[src/ssph_pkg.sv]
// ----------------------------------------------------------------------------
// ssph_pkg
// Shared types, constants and helpers for the UV sphere tessellator.
// ----------------------------------------------------------------------------
package ssph_pkg;

   localparam int CNT_W   = 11;
   localparam int IDX_W   = 10;
   localparam int NUM_W   = 14;
   localparam int RAD_W   = 16;
   localparam int COORD_W = 17;
   localparam int TRIG_W  = 18;
   localparam int SLOT_W  = 3;
   localparam int CSR_IDX_W  = 2;
   localparam int CSR_DATA_W = 16;
   localparam int DIVD_W = 42;
   localparam int QUO_W  = 31;
   localparam int DVS_W  = 11;

   // usable count limits; the count registers are CNT_W bits wide
   localparam int MAX_SLICES = 1024;
   localparam int MAX_STACKS = 1024;

   localparam logic [CSR_IDX_W-1:0] CSR_RADIUS = 2'd0;
   localparam logic [CSR_IDX_W-1:0] CSR_SLICES = 2'd1;
   localparam logic [CSR_IDX_W-1:0] CSR_STACKS = 2'd2;

   localparam logic [RAD_W-1:0] RADIUS_RESET = 16'd256;
   localparam logic [CNT_W-1:0] SLICES_RESET = 11'd16;
   localparam logic [CNT_W-1:0] STACKS_RESET = 11'd16;

   localparam logic [QUO_W-1:0] HALF_PI_Q30 = 31'd1686629713;
   localparam logic [QUO_W-1:0] Q30_ONE     = 31'd1073741824;
   localparam logic [16:0]      TRIG_ONE    = 17'd65536;
   localparam logic [SLOT_W-1:0] LAST_SLOT  = 3'd5;

   typedef struct packed {
      logic             cap;
      logic [NUM_W-1:0] lat0;
      logic [NUM_W-1:0] lat1;
      logic [NUM_W-1:0] lon0;
      logic [NUM_W-1:0] lon1;
   } item_type;

   typedef struct packed {
      logic             start;
      logic [NUM_W-1:0] num;
      logic [CNT_W-1:0] den;
   } trig_req_type;

   // divide by 2^pre * odd: shift out the power of two, then multiply by
   // ceil(2^post / odd) and shift; exact for 31-bit dividends
   typedef struct packed {
      logic [1:0]  pre;
      logic [31:0] mul;
      logic [5:0]  post;
   } recip_type;

   // Taylor divisors 156, 110, 72, 42, 20, 6, innermost term first
   function automatic recip_type taylor_recip(input logic [2:0] k);
      recip_type r;
      unique case (k)
         3'd0:    r = '{2'd2, 32'd3524075731, 6'd37};
         3'd1:    r = '{2'd1, 32'd2498890064, 6'd37};
         3'd2:    r = '{2'd3, 32'd3817748708, 6'd35};
         3'd3:    r = '{2'd1, 32'd3272356036, 6'd36};
         3'd4:    r = '{2'd2, 32'd3435973837, 6'd34};
         default: r = '{2'd1, 32'd2863311531, 6'd33};
      endcase
      return r;
   endfunction

   function automatic logic is_pole(input logic cap, input logic [SLOT_W-1:0] k);
      return cap && (k == 3'd0 || k == 3'd3);
   endfunction

   // latitude entry used by a vertex slot: 0 = upper/cap, 1 = lower/negative cap
   function automatic logic lat_sel(input logic cap, input logic [SLOT_W-1:0] k);
      logic s;
      if (cap) begin
         s = (k == 3'd4 || k == 3'd5);
      end else begin
         s = (k == 3'd1 || k == 3'd4 || k == 3'd5);
      end
      return s;
   endfunction

   function automatic logic lon_sel(input logic cap, input logic [SLOT_W-1:0] k);
      logic s;
      if (cap) begin
         s = (k == 3'd2 || k == 3'd4);
      end else begin
         s = (k == 3'd2 || k == 3'd3 || k == 3'd5);
      end
      return s;
   endfunction

   // round to nearest, halves away from zero, then keep 17 bits
   function automatic logic [COORD_W-1:0] round_q32(input logic signed [52:0] p);
      logic        neg;
      logic [52:0] mag;
      neg = p[52];
      mag = neg ? 53'(-p) : 53'(p);
      mag = (mag + (53'd1 << 31)) >> 32;
      return neg ? COORD_W'(-mag) : COORD_W'(mag);
   endfunction

   function automatic logic [COORD_W-1:0] round_q16(input logic signed [34:0] p);
      logic        neg;
      logic [34:0] mag;
      neg = p[34];
      mag = neg ? 35'(-p) : 35'(p);
      mag = (mag + (35'd1 << 15)) >> 16;
      return neg ? COORD_W'(-mag) : COORD_W'(mag);
   endfunction

endpackage

[src/ssph_front.sv]
// ----------------------------------------------------------------------------
// ssph_front
// Accepts cell requests, clamps indices and forms the angle numerators.
// ----------------------------------------------------------------------------
module ssph_front (
   input  logic                        start,
   output logic                        busy,
   input  logic [ssph_pkg::IDX_W-1:0]  slice_index,
   input  logic [ssph_pkg::IDX_W-1:0]  band_index,
   input  logic [ssph_pkg::CNT_W-1:0]  slices,
   input  logic [ssph_pkg::CNT_W-1:0]  stacks,
   input  logic                        q_full,
   output logic                        push,
   output ssph_pkg::item_type          item
);
   import ssph_pkg::*;

   logic [CNT_W-1:0] i_max, j_max, i_c, j_c;
   logic [NUM_W-1:0] st5, side_top;

   always_comb begin
      i_max    = slices - CNT_W'(1);
      j_max    = stacks - CNT_W'(2);
      i_c      = (CNT_W'(slice_index) > i_max) ? i_max : CNT_W'(slice_index);
      j_c      = (CNT_W'(band_index) > j_max) ? j_max : CNT_W'(band_index);
      st5      = (NUM_W'(stacks) << 2) + NUM_W'(stacks);
      side_top = st5 - (NUM_W'(j_c) << 1);
      item.cap = j_c == '0;
      if (item.cap) begin
         item.lat0 = st5 - NUM_W'(2);
         item.lat1 = (NUM_W'(stacks) << 1) + NUM_W'(stacks) + NUM_W'(2);
      end else begin
         item.lat0 = side_top;
         item.lat1 = side_top - NUM_W'(2);
      end
      item.lon0 = NUM_W'(i_c) << 2;
      item.lon1 = NUM_W'(i_c + CNT_W'(1)) << 2;
   end

   assign busy = q_full;
   assign push = start && !q_full;

endmodule

[config.mk]
export PLATFORM = sky130hd
export DESIGN_NAME = ssph_front
export DESIGN_NICKNAME = d
export VERILOG_FILES = /design/src/ssph_pkg.sv /design/src/ssph_front.sv
export SDC_FILE = /design/constraint.sdc
export NUM_CORES = 1
export LEC_CHECK = 0
export BUFFER_PORTS_ARGS = -buffer_cell sky130_fd_sc_hd__buf_2
export CORE_MARGIN = 2
export CORE_UTILIZATION = 50
export DETAILED_ROUTE_END_ITERATION = 8
export PLACE_DENSITY_LB_ADDON = 0.2
export RECOVER_POWER = 100
export SLEW_MARGIN = 30
export SYNTH_ARGS = -nofsm -noshare
export SYNTH_HDL_FRONTEND = slang
export SYNTH_SLANG_ARGS = --single-unit
[constraint.sdc]
create_clock -name vclk -period 7.5
set_input_delay 1.125 -clock vclk [all_inputs]
set_output_delay 1.125 -clock vclk [all_outputs]
set_load 0.005 [all_outputs]
==> flow_summary.ini <==
[worst_setup_path]
start_kind = input port
end_kind = output pin
cp_slowest_cell = a2111oi_1
crit_fanout = 7
crit_chain = buf_2 -> inv_1 -> ha_1 -> a21bo_2 -> a21boi_2 -> xnor2_1 -> ha_1 -> nand4_1 -> a21oi_1 -> a2111oi_1 -> a211oi_2 -> o21ai_0 -> ha_1 -> inv_1 -> fa_1 -> a211oi_2 -> o211ai_1 -> a31oi_1 -> o21ba_2 -> xnor2_1 -> nand2b_1 -> o31a_1 -> nor3_1 -> buf_2
crit_top_cell = ha_1
crit_family = compound AO/OA/AOI/OAI gates
worstSetupPathType = in2out
arrival_ns = 6.10
cp_num_buf_inv = 4
cpPeakStageDelay_ns = 0.46
cp.required_ns = 6.38

[route]
initialDrtViolationCount = 140
routed_via_density = 5.57
routed_wirelength_um = 10300
dr.pass1.iters = 4
drcViolationCount = 0
antenna_left = 0
wire_per_inst_um = 14.0
vias = 4088

[timing]
slew_headroom = 0.398
tns_ns = 0
max_freq_ghz = 0.138
worst_pin_slew_ns = 0.900
setup-violations-final = 0
worst_slack_ns = 0.273
fin_crit_ns = 7.23
drv_slew = 0
rsz0062_at_grt = no
period_share = 0.964
hold_viol = 0

[synth]
synth-simple-area-share = 0.237
yosys-top-cells-area = ha_1 25%, xnor2_1 11%, xor2_1 6.6%
avgSynthCellArea_um2 = 7.09
synthMuxAreaShare = 0.0403
synth_top_family_by_area = adder cells
synth_fa_ha_area_frac = 0.266
synth_area_um2 = 3850
yosysTopAreaCellShare = 0.250
seq_area_frac_synth = 0
yosys_warnings = 0
synth-xor-area-share = 0.173
synth_top_area_cell = ha_1
synth_cell_type_count = 66
syn_inst = 543
synth-compound-area-share = 0.207

[final_layout]
antenna_cells = 0
clockBufferCount = 0
regArea_um2 = 0
area_growth_pct = 16.0
fin_util = 0.606
n_sequential_cell = 0
nets = 761
finalInstanceArea_um2 = 4470
drive_gt1_frac = 0.184
stdcell_count = 734

[place]
placed_cell_area_um2 = 4430
pre_cts_ws_ns = 0.143
dp_cells = 732
place.gp.congestion = 0.943
port_buffers = 96
dp_hpwl_um = 8790

[global_routing]
gr-usage-met1 = 0.291
met3_usage = 0.00657
use_met2 = 0.452
grt_overflow_total = 0
grt_pass1_wl_um = 16900
grt_busiest_layer = met2
antenna_found_initial = 0
grt_max_degree = 28
track_usage = 0.235
grt_pass1_vias = 3824

[floorplanning]
die-height_um = 91.8
die_area_um2 = 8420
core_um2 = 7370
start_util = 0.522
placementRows = 31
pin_count = 103
dieWidth_um = 91.8

[pwr]
peakVddDrop_uv = 89.2
p_leak_nw = 2.18
power_density_nw_per_um2 = 157

[clock_network]
cts_hold_buf = 0

[worst_hold_path]
hp-class = in2out

[run_status]
outcome = finished clean

[run]
cap_violations = 0
-- where the power goes --
| part | internal, mW | total (mW) | switching, mW |
|---|---|---|---|
| clock network | 0 | 0 | 0 |
| logic | 0.312 | 0.702 | 0.390 |
| registers | 0 | 0 | 0 |
| total | 0.312 | 0.702 | 0.390 |
-- synthesized netlist by cell type (all sizes together) (2+ instances only) --
cell and n:
ha 77, nand2 54, xnor2 47, inv 42, nor2 42, o21ai 41
a21oi 33, xor2 29, nand3 18, buf 14, mux2i 14, nor3 13
a21o 10, nand2b 10, nor4 10, a211oi 8, clkbuf 8, nand4 7
o211ai 6, nor2b 4, a21boi 3, fa 3, nand4b 3, or3b 3
or4 3, a2111o 2, a31oi 2, and3 2, conb 2, nand3b 2
nor3b 2, nor4b 2, o21bai 2, or2 2, or3 2
-- cell type report --
class | count | area, µm²
well taps | 99 | 124
multi-input cells | 485 | 3630
repair buffers | 108 | 552
inverters | 42 | 158
fillers | 736 | 2900
-- through the flow --
step | total power [mW] | hold WS [ns]
2_1_floorplan | 0.444 | 2.28
3_3_place_gp | 0.672 | 2.43
3_5_place_dp | 0.681 | 2.43
4_1_cts | 0.685 | 2.43
5_1_grt | 0.779 | 2.44
6_report | 0.702 | 2.43
-- layout by cell type (no fill, tap or decap), types with 11 or more instances in the layout --
cell	n
nand3_1	18
nor2_1	42
xor2_1	29
mux2i_1	13
clkbuf_1	14
inv_1	41
xnor2_1	47
o21ai_0	34
nor3_1	11
nand2_1	54
buf_2	77
a21oi_1	32
ha_1	77
-- path summary, 6_finish.rpt --
| check | slack [ns] | startpoint | end | cells past startpoint |
|---|---|---|---|---|
| hold / removal | 2.43 | q_full | busy | 2 |
| setup / recovery | 0.27 | stacks[3] | item[41] | 24 |
-- per-layer routing --
| layer | up-vias | part of all wire |
|---|---|---|
| li1 | 2104 | - |
| met1 | 1839 | 0.45 |
| met2 | 125 | 0.48 |
| met3 | 20 | 0.042 |
| met4 | 0 | 0.027 |
| met5 | - | 0 |
-- timing repair --
action                     4_1_cts  5_1_grt
setup buffers                    0        2
hold endpoints to repair         0        0
gates resized for setup          0       12
setup endpoints to repair        0        7
-- cell families after synthesis --
| kind of cell | after synthesis |
|---|---|
| mux | 15 |
| buf+inv | 64 |
| other cells | 2 |
| compound gates | 125 |
| fa+ha+maj | 80 |
| simple gates | 181 |
| xor+xnor | 76 |
Note: power is estimated with default switching activity, not from simulation.
