===== src/ssph_pkg.sv =====
// ----------------------------------------------------------------------------
// ssph_pkg
// Shared types, constants and helpers for the UV sphere tessellator.
// ----------------------------------------------------------------------------
package ssph_pkg;

   localparam int CNT_W   = 11;
   localparam int IDX_W   = 10;
   localparam int NUM_W   = 14;
   localparam int RAD_W   = 16;
   localparam int COORD_W = 17;
   localparam int TRIG_W  = 18;
   localparam int SLOT_W  = 3;
   localparam int CSR_IDX_W  = 2;
   localparam int CSR_DATA_W = 16;
   localparam int DIVD_W = 42;
   localparam int QUO_W  = 31;
   localparam int DVS_W  = 11;

   // usable count limits; the count registers are CNT_W bits wide
   localparam int MAX_SLICES = 1024;
   localparam int MAX_STACKS = 1024;

   localparam logic [CSR_IDX_W-1:0] CSR_RADIUS = 2'd0;
   localparam logic [CSR_IDX_W-1:0] CSR_SLICES = 2'd1;
   localparam logic [CSR_IDX_W-1:0] CSR_STACKS = 2'd2;

   localparam logic [RAD_W-1:0] RADIUS_RESET = 16'd256;
   localparam logic [CNT_W-1:0] SLICES_RESET = 11'd16;
   localparam logic [CNT_W-1:0] STACKS_RESET = 11'd16;

   localparam logic [QUO_W-1:0] HALF_PI_Q30 = 31'd1686629713;
   localparam logic [QUO_W-1:0] Q30_ONE     = 31'd1073741824;
   localparam logic [16:0]      TRIG_ONE    = 17'd65536;
   localparam logic [SLOT_W-1:0] LAST_SLOT  = 3'd5;

   typedef struct packed {
      logic             cap;
      logic [NUM_W-1:0] lat0;
      logic [NUM_W-1:0] lat1;
      logic [NUM_W-1:0] lon0;
      logic [NUM_W-1:0] lon1;
   } item_type;

   typedef struct packed {
      logic             start;
      logic [NUM_W-1:0] num;
      logic [CNT_W-1:0] den;
   } trig_req_type;

   // divide by 2^pre * odd: shift out the power of two, then multiply by
   // ceil(2^post / odd) and shift; exact for 31-bit dividends
   typedef struct packed {
      logic [1:0]  pre;
      logic [31:0] mul;
      logic [5:0]  post;
   } recip_type;

   // Taylor divisors 156, 110, 72, 42, 20, 6, innermost term first
   function automatic recip_type taylor_recip(input logic [2:0] k);
      recip_type r;
      unique case (k)
         3'd0:    r = '{2'd2, 32'd3524075731, 6'd37};
         3'd1:    r = '{2'd1, 32'd2498890064, 6'd37};
         3'd2:    r = '{2'd3, 32'd3817748708, 6'd35};
         3'd3:    r = '{2'd1, 32'd3272356036, 6'd36};
         3'd4:    r = '{2'd2, 32'd3435973837, 6'd34};
         default: r = '{2'd1, 32'd2863311531, 6'd33};
      endcase
      return r;
   endfunction

   function automatic logic is_pole(input logic cap, input logic [SLOT_W-1:0] k);
      return cap && (k == 3'd0 || k == 3'd3);
   endfunction

   // latitude entry used by a vertex slot: 0 = upper/cap, 1 = lower/negative cap
   function automatic logic lat_sel(input logic cap, input logic [SLOT_W-1:0] k);
      logic s;
      if (cap) begin
         s = (k == 3'd4 || k == 3'd5);
      end else begin
         s = (k == 3'd1 || k == 3'd4 || k == 3'd5);
      end
      return s;
   endfunction

   function automatic logic lon_sel(input logic cap, input logic [SLOT_W-1:0] k);
      logic s;
      if (cap) begin
         s = (k == 3'd2 || k == 3'd4);
      end else begin
         s = (k == 3'd2 || k == 3'd3 || k == 3'd5);
      end
      return s;
   endfunction

   // round to nearest, halves away from zero, then keep 17 bits
   function automatic logic [COORD_W-1:0] round_q32(input logic signed [52:0] p);
      logic        neg;
      logic [52:0] mag;
      neg = p[52];
      mag = neg ? 53'(-p) : 53'(p);
      mag = (mag + (53'd1 << 31)) >> 32;
      return neg ? COORD_W'(-mag) : COORD_W'(mag);
   endfunction

   function automatic logic [COORD_W-1:0] round_q16(input logic signed [34:0] p);
      logic        neg;
      logic [34:0] mag;
      neg = p[34];
      mag = neg ? 35'(-p) : 35'(p);
      mag = (mag + (35'd1 << 15)) >> 16;
      return neg ? COORD_W'(-mag) : COORD_W'(mag);
   endfunction

endpackage


===== src/ssph_queue.sv =====
// ----------------------------------------------------------------------------
// ssph_queue
// Two-entry queue of classified cell items between front and back.
// ----------------------------------------------------------------------------
module ssph_queue (
   input  logic               clock,
   input  logic               reset,
   input  logic               push,
   input  ssph_pkg::item_type push_item,
   input  logic               pop,
   output ssph_pkg::item_type head,
   output logic               full,
   output logic               empty
);
   import ssph_pkg::*;

   item_type   mem_ff [2];
   logic       wr_ff, wr_in;
   logic       rd_ff, rd_in;
   logic [1:0] cnt_ff, cnt_in;

   always_comb begin
      wr_in  = push ? ~wr_ff : wr_ff;
      rd_in  = pop  ? ~rd_ff : rd_ff;
      cnt_in = cnt_ff + 2'(push) - 2'(pop);
   end

   always_ff @(posedge clock) begin
      if (reset) begin
         wr_ff  <= 1'b0;
         rd_ff  <= 1'b0;
         cnt_ff <= '0;
      end else begin
         wr_ff  <= wr_in;
         rd_ff  <= rd_in;
         cnt_ff <= cnt_in;
      end
      if (push) begin
         mem_ff[wr_ff] <= push_item;
      end
   end

   assign head  = mem_ff[rd_ff];
   assign full  = cnt_ff == 2'd2;
   assign empty = cnt_ff == 2'd0;

endmodule


===== config.mk =====
export PLATFORM = sky130hd
export DESIGN_NAME = ssph_queue
export DESIGN_NICKNAME = d
export VERILOG_FILES = /design/src/ssph_pkg.sv /design/src/ssph_queue.sv
export SDC_FILE = /design/constraint.sdc
export NUM_CORES = 1
export LEC_CHECK = 0
export ABC_AREA = 1
export BUFFER_PORTS_ARGS = -buffer_cell sky130_fd_sc_hd__buf_2
export CORE_MARGIN = 4
export CORE_UTILIZATION = 45
export DETAILED_ROUTE_END_ITERATION = 7
export GPL_ROUTABILITY_DRIVEN = 0
export MAX_ROUTING_LAYER = met4
export PLACE_DENSITY = 0.73
export SLEW_MARGIN = 40
export SYNTH_ARGS = -nofsm -noshare
export SYNTH_HDL_FRONTEND = slang
export SYNTH_SLANG_ARGS = --single-unit

===== constraint.sdc =====
create_clock -name clock -period 3.2 [get_ports clock]
set_input_delay 0.32 -clock clock [delete_from_list [all_inputs] [get_ports clock]]
set_output_delay 0.32 -clock clock [all_outputs]
set_load 0.05 [all_outputs]

==> impl_metrics.csv, run 1 <==
group,metric,value,unit
global_routing,grt_max_degree,59,
die,rows,36,
placed_design,dp.cells,457,
timing,hold_viol_final,0,
global_routing,grt_pass1_vias,2664,
finish,final_area,6320,µm²
synth,seq_area_frac_synth,79.1,%
worst_setup_path,crit_chain,"buf_12 > mux2_2 > buf_2",
synth,avgSynthCellArea,21.4,µm²
routing,wl_per_cell,14.7,µm
routing,drt_iter0_markers,97,
synth,yosysUniqueCellTypes,14,
worst_setup_path,cp-start-kind,"register",
timing,tightest_slew,0.778,ns
global_routing,grt_antenna_before_repair,0,
finish,nets,464,
synth,synth_nets,271,
clocking,ctsHtreeMaxLevel,4,
clocking,numCtsBuffers,17,
worst_setup_path,critPathKind,"reg -> out",
synth,ys_seq_elements,119,
worst_setup_path,critPathRequiredTime,2.88,ns
routing,vias_per_cell,4.60,
routing,first_pass_iters,4,
clocking,clkLatencyLatePin,0.50,ns
timing,tns,0,ns
global_routing,grt_pass1_wl,12800,µm
timing,slew_headroom,48.0,%
finish,drive_gt1_share,50.2,%
die,fp.dieH,108,µm
global_routing,global_route.usage.met3,4.38,%
timing,post-route-min-period,2.36,ns
timing,fmax,0.425,GHz
die,initial_core_util,45.8,%
power,p_per_area,648,nW/µm²
min_path,hold_path_class,"in -> reg",
finish,stdcell_count,547,
power,p_leak,0.00252,µW
routing,drcViolationCount,0,
placed_design,place_area,5220,µm²
clocking,ctsHoldBuffers,57,
global_routing,use_met2,26.2,%
clocking,cts_tree,"done",
worst_setup_path,crit_path_max_incr_delay,0.65,ns
timing,finalSetupViolations,0,
clocking,cts_root_buf,"clkbuf_8",
finish,area_growth,41.8,%
status,status,"completed",
global_routing,grt.overflow.total,0,
placed_design,hpwlAfterDp,5000,µm
worst_setup_path,crit_fanout,31,
timing,fin_skew,0.00434,ns
timing,fin_crit_sh,73.6,%
timing,rsz0062_at_grt,"false",
clocking,cts_setup_buffers,0,
synth,yosysWarnings,0,
finish,diodes,0,
synth,syn_area,4460,µm²
worst_setup_path,critPathSlowestCell,"dfxtp_4",
job,max_cap_violations,0,
die,core_area,9730,µm²
timing,drv_slew,0,
global_routing,busiest_layer,"met2",
placed_design,port_buffers,119,
routing,vias,2518,
timing,timing.hold.ws,0.0378,ns
clocking,cts_resized,0,
routing,wl,8030,µm
global_routing,gr-usage-met1,16.2,%
global_routing,grt_use_total,15.2,%
routing,ant_nets,0,
clocking,cts.sinks,119,
die,ios,120,
worst_setup_path,cp.arrival,2.04,ns
clocking,path_clk_slew,0.05,ns
die,die_area,11600,µm²
synth,netlist_instances,208,
die,die_w,108,µm
worst_setup_path,cp-end-kind,"output pin",
power,peakVddDrop,0.000320,V
clocking,cts_buffer_depth,2,
[layout make-up]
type | count | area [µm²]
sequential | 119 | 3530
fill | 718 | 3410
timing repair buffer | 180 | 1230
multi-input combinational | 75 | 856
clock buffer | 26 | 478
tap | 133 | 166
inverter | 8 | 30.0
clock inverter | 6 | 28.8
[placed cells by master (no fill, tap or decap)]
cell type,n
dfxtp_4,1
a21oi_1,1
xnor2_1,1
dfxtp_1,4
ha_1,2
inv_1,7
inv_2,1
clkbuf_8,4
buf_2,119
clkinv_2,5
nor2_1,7
clkbuf_1,6
nand3_1,1
mux2_4,30
nand2_1,4
nor3_1,1
buf_4,1
nor2_4,1
clkbuf_16,16
buf_12,3
clkinv_1,1
mux2_2,27
dlygate4sd3_1,57
edfxtp_1,114
[power breakdown]
part / total (µW) / switching (µW) / internal, µW
Clock: 1580 / 580 / 1000
Combinational: 673 / 429 / 244
Sequential: 1840 / 38.3 / 1810
Total: 4100 / 1050 / 3050
[per-stage QoR]
stage               worst slack [ns]  util [%]  power, µW
finish                         0.845      65.0       4100
global route                   0.724      65.0       4270
CTS                            0.776      64.8       4160
detailed placement              1.33      53.7       2500
global placement                1.23      53.5       2480
floorplan                      0.959         -       2350
[cells in the mapped netlist]
library cell / n / area [µm²]
edfxtp_1: 114 / 3420
mux2_4: 30 / 450
mux2_2: 27 / 304
inv_1: 8 / 30.0
nor2_1: 8 / 30.0
dfxtp_1: 5 / 100
buf_6: 4 / 45.0
nand2_1: 4 / 15.0
buf_2: 2 / 10.0
ha_1: 2 / 25.0
a21oi_1: 1 / 5.00
nand3_1: 1 / 5.00
nor3_1: 1 / 5.00
xnor2_1: 1 / 8.76
[layer usage]
metal | vias up | part of all wire [%]
met5 | - | 0
met4 | 0 | 1.3
met3 | 15 | 4.7
met2 | 77 | 55
met1 | 1234 | 39
li1 | 1192 | -
[cell families (layout without fill, tap and decap cells)]
logic type	count (synthesis)	after routing	share of synthesized area, %
muxes	57	57	16.9
xor gates and xnor gates	1	1	0.197
DFF	119	119	79.1
and+or+nand+nor	14	14	1.23
adders and majority gates	2	2	0.561
AOI/OAI and AO/OA	1	1	0.112
buffers and inverters	14	220	1.91
[critical path: cells and delay by family (launching register included)]
family,cells,cell delay (ns)
flip-flops,1,0.65
multiplexers,1,0.38
buffers and inverters,2,0.49
[sequential cells by signal, summed over array words and instances (netlist names), named ones only]
| name | count |
|---|---|
| wr_ff | 1 |
| rd_ff | 1 |
| cnt_ff | 2 |
| mem_ff | 114 |
[final timing paths]
kind	start	to	slack, ns	cells after the start
worst max-delay path	register	head[4]	0.84	3
worst min-delay path	reset	register	0.04	2
worst max register to register	wr_ff	mem_ff[0][35]	1.59	2
worst min register to register	rd_ff	register	0.53	2
Power figures use the tool's default switching activity.
==> run 2: changes to the inputs <==
Clock period 3.2 ns to 2 ns, I/O delays scaled along.
==> run 2 against run 1 <==
Against the previous run: routed wire length up 4.7%; sequential cell count stayed put; sequential share of layout area decreased by 1.4 points; non-clock buffer count up 7; die area unchanged; register-to-register slack lost 0.89 ns; clock skew rose by 0.0047 ns; critical endpoint is now head[1].
==> impl_metrics.csv, run 2 (same netlist as run 1, synthesis figures left out) <==
group,metric,value,unit
finish,final_util,66.6,%
placed_design,hpwlAfterDp,4950,µm
finish,final_cell_mix,"buf_2, edfxtp_1, dlygate4sd3_1, mux2_4, mux2_2",
routing,wl,8410,µm
finish,drive_gt1_share,50.6,%
clocking,ctsHtreeMaxLevel,4,
global_routing,grt_pass1_vias,2816,
clocking,cts_root_buf,"clkbuf_8",
die,initial_core_util,45.8,%
die,rows,36,
timing,rsz0062_at_grt,"false",
placed_design,place_area,5250,µm²
min_path,hold_path_depth,2,
timing,fin_skew,0.00901,ns
finish,diodes,0,
worst_setup_path,cp-end-kind,"output pin",
worst_setup_path,critPathKind,"reg -> out",
status,status,"completed",
placed_design,dp.cells,459,
routing,drcViolationCount,0,
finish,stdcell_count,554,
finish,largest-register,"mem_ff",
worst_setup_path,crit_fanout,22,
die,die_w,108,µm
global_routing,grt_antenna_before_repair,0,
finish,area_growth,45.5,%
global_routing,grt_max_degree,59,
timing,slew_headroom,71.1,%
die,die_area,11600,µm²
timing,fin_crit_sh,94.4,%
placed_design,port_buffers,119,
timing,hold_viol_final,0,
die,core_area,9730,µm²
finish,final_common_cell,"buf_2",
die,fp.dieH,108,µm
timing,tns,0,ns
power,p_per_area,1100,nW/µm²
routing,wl_per_cell,15.2,µm
routing,vias,2541,
timing,finalSetupViolations,0,
global_routing,grt_pass1_wl,13500,µm
clocking,path_clk_slew,0.06,ns
job,max_cap_violations,0,
finish,nets,471,
routing,vias_per_cell,4.59,
worst_setup_path,critPathRequiredTime,1.80,ns
finish,final_area,6480,µm²
power,p_leak,0.00259,µW
timing,post-route-min-period,1.89,ns
finish,largest_reg_flops,114,
worst_setup_path,worstRegToRegCells,8,
routing,first_pass_iters,6,
min_path,hold_path_class,"in -> reg",
clocking,clkLatencyLatePin,0.50,ns
global_routing,grt.overflow.total,0,
routing,drt_iter0_markers,118,
timing,fmax,0.530,GHz
clocking,numCtsBuffers,17,
worst_setup_path,cp.arrival,1.69,ns
worst_setup_path,cp-start-kind,"register",
timing,drv_slew,0,
finish,reg_top3,"mem_ff (114), cnt_ff (2)",
power,peakVddDrop,0.000609,V
clocking,cts_tree,"done",
clocking,cts.sinks,119,
routing,ant_nets,0,
clocking,cts_buffer_depth,2,
global_routing,grt_use_total,16.0,%
timing,tightest_slew,0.433,ns
die,ios,120,
-- run 2: worst max-delay path, cell delays in order, from the launching register on --
cell,delay [ns]
dfxtp_4,0.40
buf_12,0.21
mux2_2,0.35
buf_2,0.21
-- run 2: final timing paths --
kind | from | slack, ns | to
setup / recovery | register | 0.11 | head[1]
setup reg to reg | cnt_ff[0] | 0.70 | cnt_ff[1]
hold reg to reg | rd_ff | 0.53 | rd_ff
hold / removal | push_item[24] | 0.42 | mem_ff[1][24]
-- run 2: layout make-up --
class	instances	area, µm²
tap	133	166
timing repair buffer	187	1300
sequential	119	3530
clock buffer	24	460
multi-input combinational	75	856
inverter	8	30.0
fill	687	3250
clock inverter	8	146
-- run 2: through the flow --
| stage | total power, µW | hold slack, ns | worst slack [ns] |
|---|---|---|---|
| after floorplan | 3760 | 0.271 | 0.0254 |
| after global placement | 3980 | 0.388 | 0.482 |
| after detailed placement | 4000 | 0.392 | 0.471 |
| after CTS | 7180 | 0.386 | 0.0809 |
| after global routing | 7390 | 0.395 | 0.0430 |
| final | 7110 | 0.416 | 0.112 |
-- run 2: where the power goes --
part	switching, µW	leakage, µW	internal [µW]
clock	976	0.000293	2090
sequential	40.4	0.00111	2890
combinational	717	0.00118	406
-- run 2: layer usage --
layer	wire (µm)	vias to the layer above	global-route usage (%)
li1	-	1207	-
met1	3340	1235	17.3
met2	4540	89	27.3
met3	431	10	4.98
met4	96	0	6.49
met5	0	-	-
-- run 2: repair_timing --
item	in CTS	in global routing
endpoints found under the setup margin	45	0
buffers inserted	2	0
hold endpoints to repair	119	0
resized for setup	0	0
hold buffers	61	0
==> run 3: changes to the inputs <==
Settings changed: CTS_BUF_LIST from default to sky130_fd_sc_hd__clkbuf_8.
==> run 3 against run 2 <==
Against the previous run: non-clock buffer count decreased by 3; largest cell class unchanged; cell count fell by 0.54%; cell area shrank 3.2%; highest routed layer unchanged; routed wire length shrank 1.9%; worst hold slack worse by 0.34 ns; critical endpoint unchanged; maximum frequency grew 4.8%; register-to-register slack about the same.
==> impl_metrics.csv, run 3 (same netlist as run 1, synthesis figures left out) <==
group,metric,value,unit
min_path,hold_path_depth,3,
finish,diodes,0,
finish,largest_reg_flops,114,
timing,fmax,0.555,GHz
timing,fin_skew,0.00817,ns
routing,wl_per_cell,15.0,µm
global_routing,grt.overflow.total,0,
routing,drcViolationCount,0,
global_routing,grt_use_total,15.8,%
timing,slew_headroom,70.9,%
die,initial_core_util,45.8,%
placed_design,dp.cells,459,
finish,reg_top3,"mem_ff (114), cnt_ff (2)",
die,rows,36,
routing,first_pass_iters,4,
global_routing,grt_pass1_vias,2807,
clocking,ctsHtreeMaxLevel,4,
clocking,cts_buffer_depth,2,
routing,wl,8250,µm
finish,stdcell_count,551,
die,core_area,9730,µm²
global_routing,grt_antenna_before_repair,0,
worst_setup_path,crit_fanout,22,
timing,rsz0062_at_grt,"false",
finish,area_growth,40.7,%
status,status,"completed",
worst_setup_path,worstRegToRegCells,8,
worst_setup_path,cp.arrival,1.60,ns
timing,tightest_slew,0.436,ns
power,p_per_area,1010,nW/µm²
job,max_cap_violations,0,
clocking,numCtsBuffers,17,
worst_setup_path,critPathKind,"reg -> out",
placed_design,hpwlAfterDp,4950,µm
timing,finalSetupViolations,0,
placed_design,port_buffers,119,
global_routing,grt_max_degree,59,
finish,drive_gt1_share,51.0,%
timing,timing.hold.ws,0.0798,ns
worst_setup_path,cp-end-kind,"output pin",
timing,post-route-min-period,1.80,ns
power,peakVddDrop,0.000506,V
finish,final_cell_mix,"buf_2, edfxtp_1, dlygate4sd3_1, mux2_4, mux2_2",
timing,tns,0,ns
global_routing,global_route.usage.met3,5.70,%
die,die_w,108,µm
finish,final_common_cell,"buf_2",
finish,nFillCells,711,
finish,largest-register,"mem_ff",
power,p_leak,0.00251,µW
min_path,hold_path_class,"in -> reg",
clocking,cts_tree,"done",
timing,drv_slew,0,
routing,ant_nets,0,
die,fp.dieH,108,µm
routing,vias,2549,
clocking,cts_root_buf,"clkbuf_8",
global_routing,gr-usage-met1,17.1,%
worst_setup_path,critPathRequiredTime,1.80,ns
timing,hold_viol_final,0,
clocking,cts.sinks,119,
global_routing,use_met2,26.7,%
timing,fin_crit_sh,90.1,%
global_routing,busiest_layer,"met2",
routing,drt_iter0_markers,118,
finish,nets,468,
clocking,clkLatencyLatePin,0.42,ns
die,ios,120,
die,die_area,11600,µm²
routing,vias_per_cell,4.63,
clocking,path_clk_slew,0.07,ns
global_routing,grt_pass1_wl,13300,µm
worst_setup_path,cp-start-kind,"register",
## run 3: final timing paths
| check | startpoint | to | slack (ns) |
|---|---|---|---|
| max | register | head[1] | 0.20 |
| min | pop | register | 0.08 |
| max reg2reg | cnt_ff[0] | cnt_ff[1] | 0.71 |
| min reg2reg | rd_ff | register | 0.53 |
## run 3: area by class of cell
| class | count | area (µm²) | share of cell area [%] |
|---|---|---|---|
| sequential | 119 | 3530 | 56.2 |
| timing repair buffer | 184 | 1270 | 20.2 |
| multi-input combinational | 75 | 856 | 13.6 |
| clock buffer | 19 | 262 | 4.17 |
| tap | 133 | 166 | 2.65 |
| clock inverter | 13 | 165 | 2.63 |
| inverter | 8 | 30.0 | 0.479 |
## run 3: critical path: stages, from the launching register on
cell and delay [ns]:
dfxtp_4 0.40, buf_12 0.21, mux2_2 0.35, buf_2 0.21
## run 3: per-stage QoR
step / area (µm²) / total power, µW / utilization, % / worst slack (ns)
2_1_floorplan: 4460 / 3760 / - / 0.0254
3_5_place_dp: 5250 / 4000 / 54.0 / 0.471
4_1_cts: 6270 / 6380 / 64.5 / 0.157
3_3_place_gp: 5250 / 3980 / 54.0 / 0.482
5_1_grt: 6270 / 6590 / 64.5 / 0.124
6_report: 6270 / 6310 / 64.5 / 0.198
## run 3: metal layers
metal  share of wire (%)  wire length [µm]
met1                  39              3240
met2                  53              4380
met3                 6.0               495
met4                 1.6               136
met5                   0                 0
## run 3: timing repair
action | CTS | global route
endpoints found under the hold margin | 118 | 0
buffers inserted | 2 | 0
hold buffers | 58 | 0
gates resized for setup | 0 | 0
setup endpoints to repair | 2 | 0
## run 3: where the power goes
| part | total (µW) | switching [µW] | internal [µW] |
|---|---|---|---|
| clock | 2270 | 871 | 1400 |
| sequential | 2920 | 39.8 | 2880 |
| combinational | 1120 | 715 | 401 |
| total | 6310 | 1630 | 4680 |
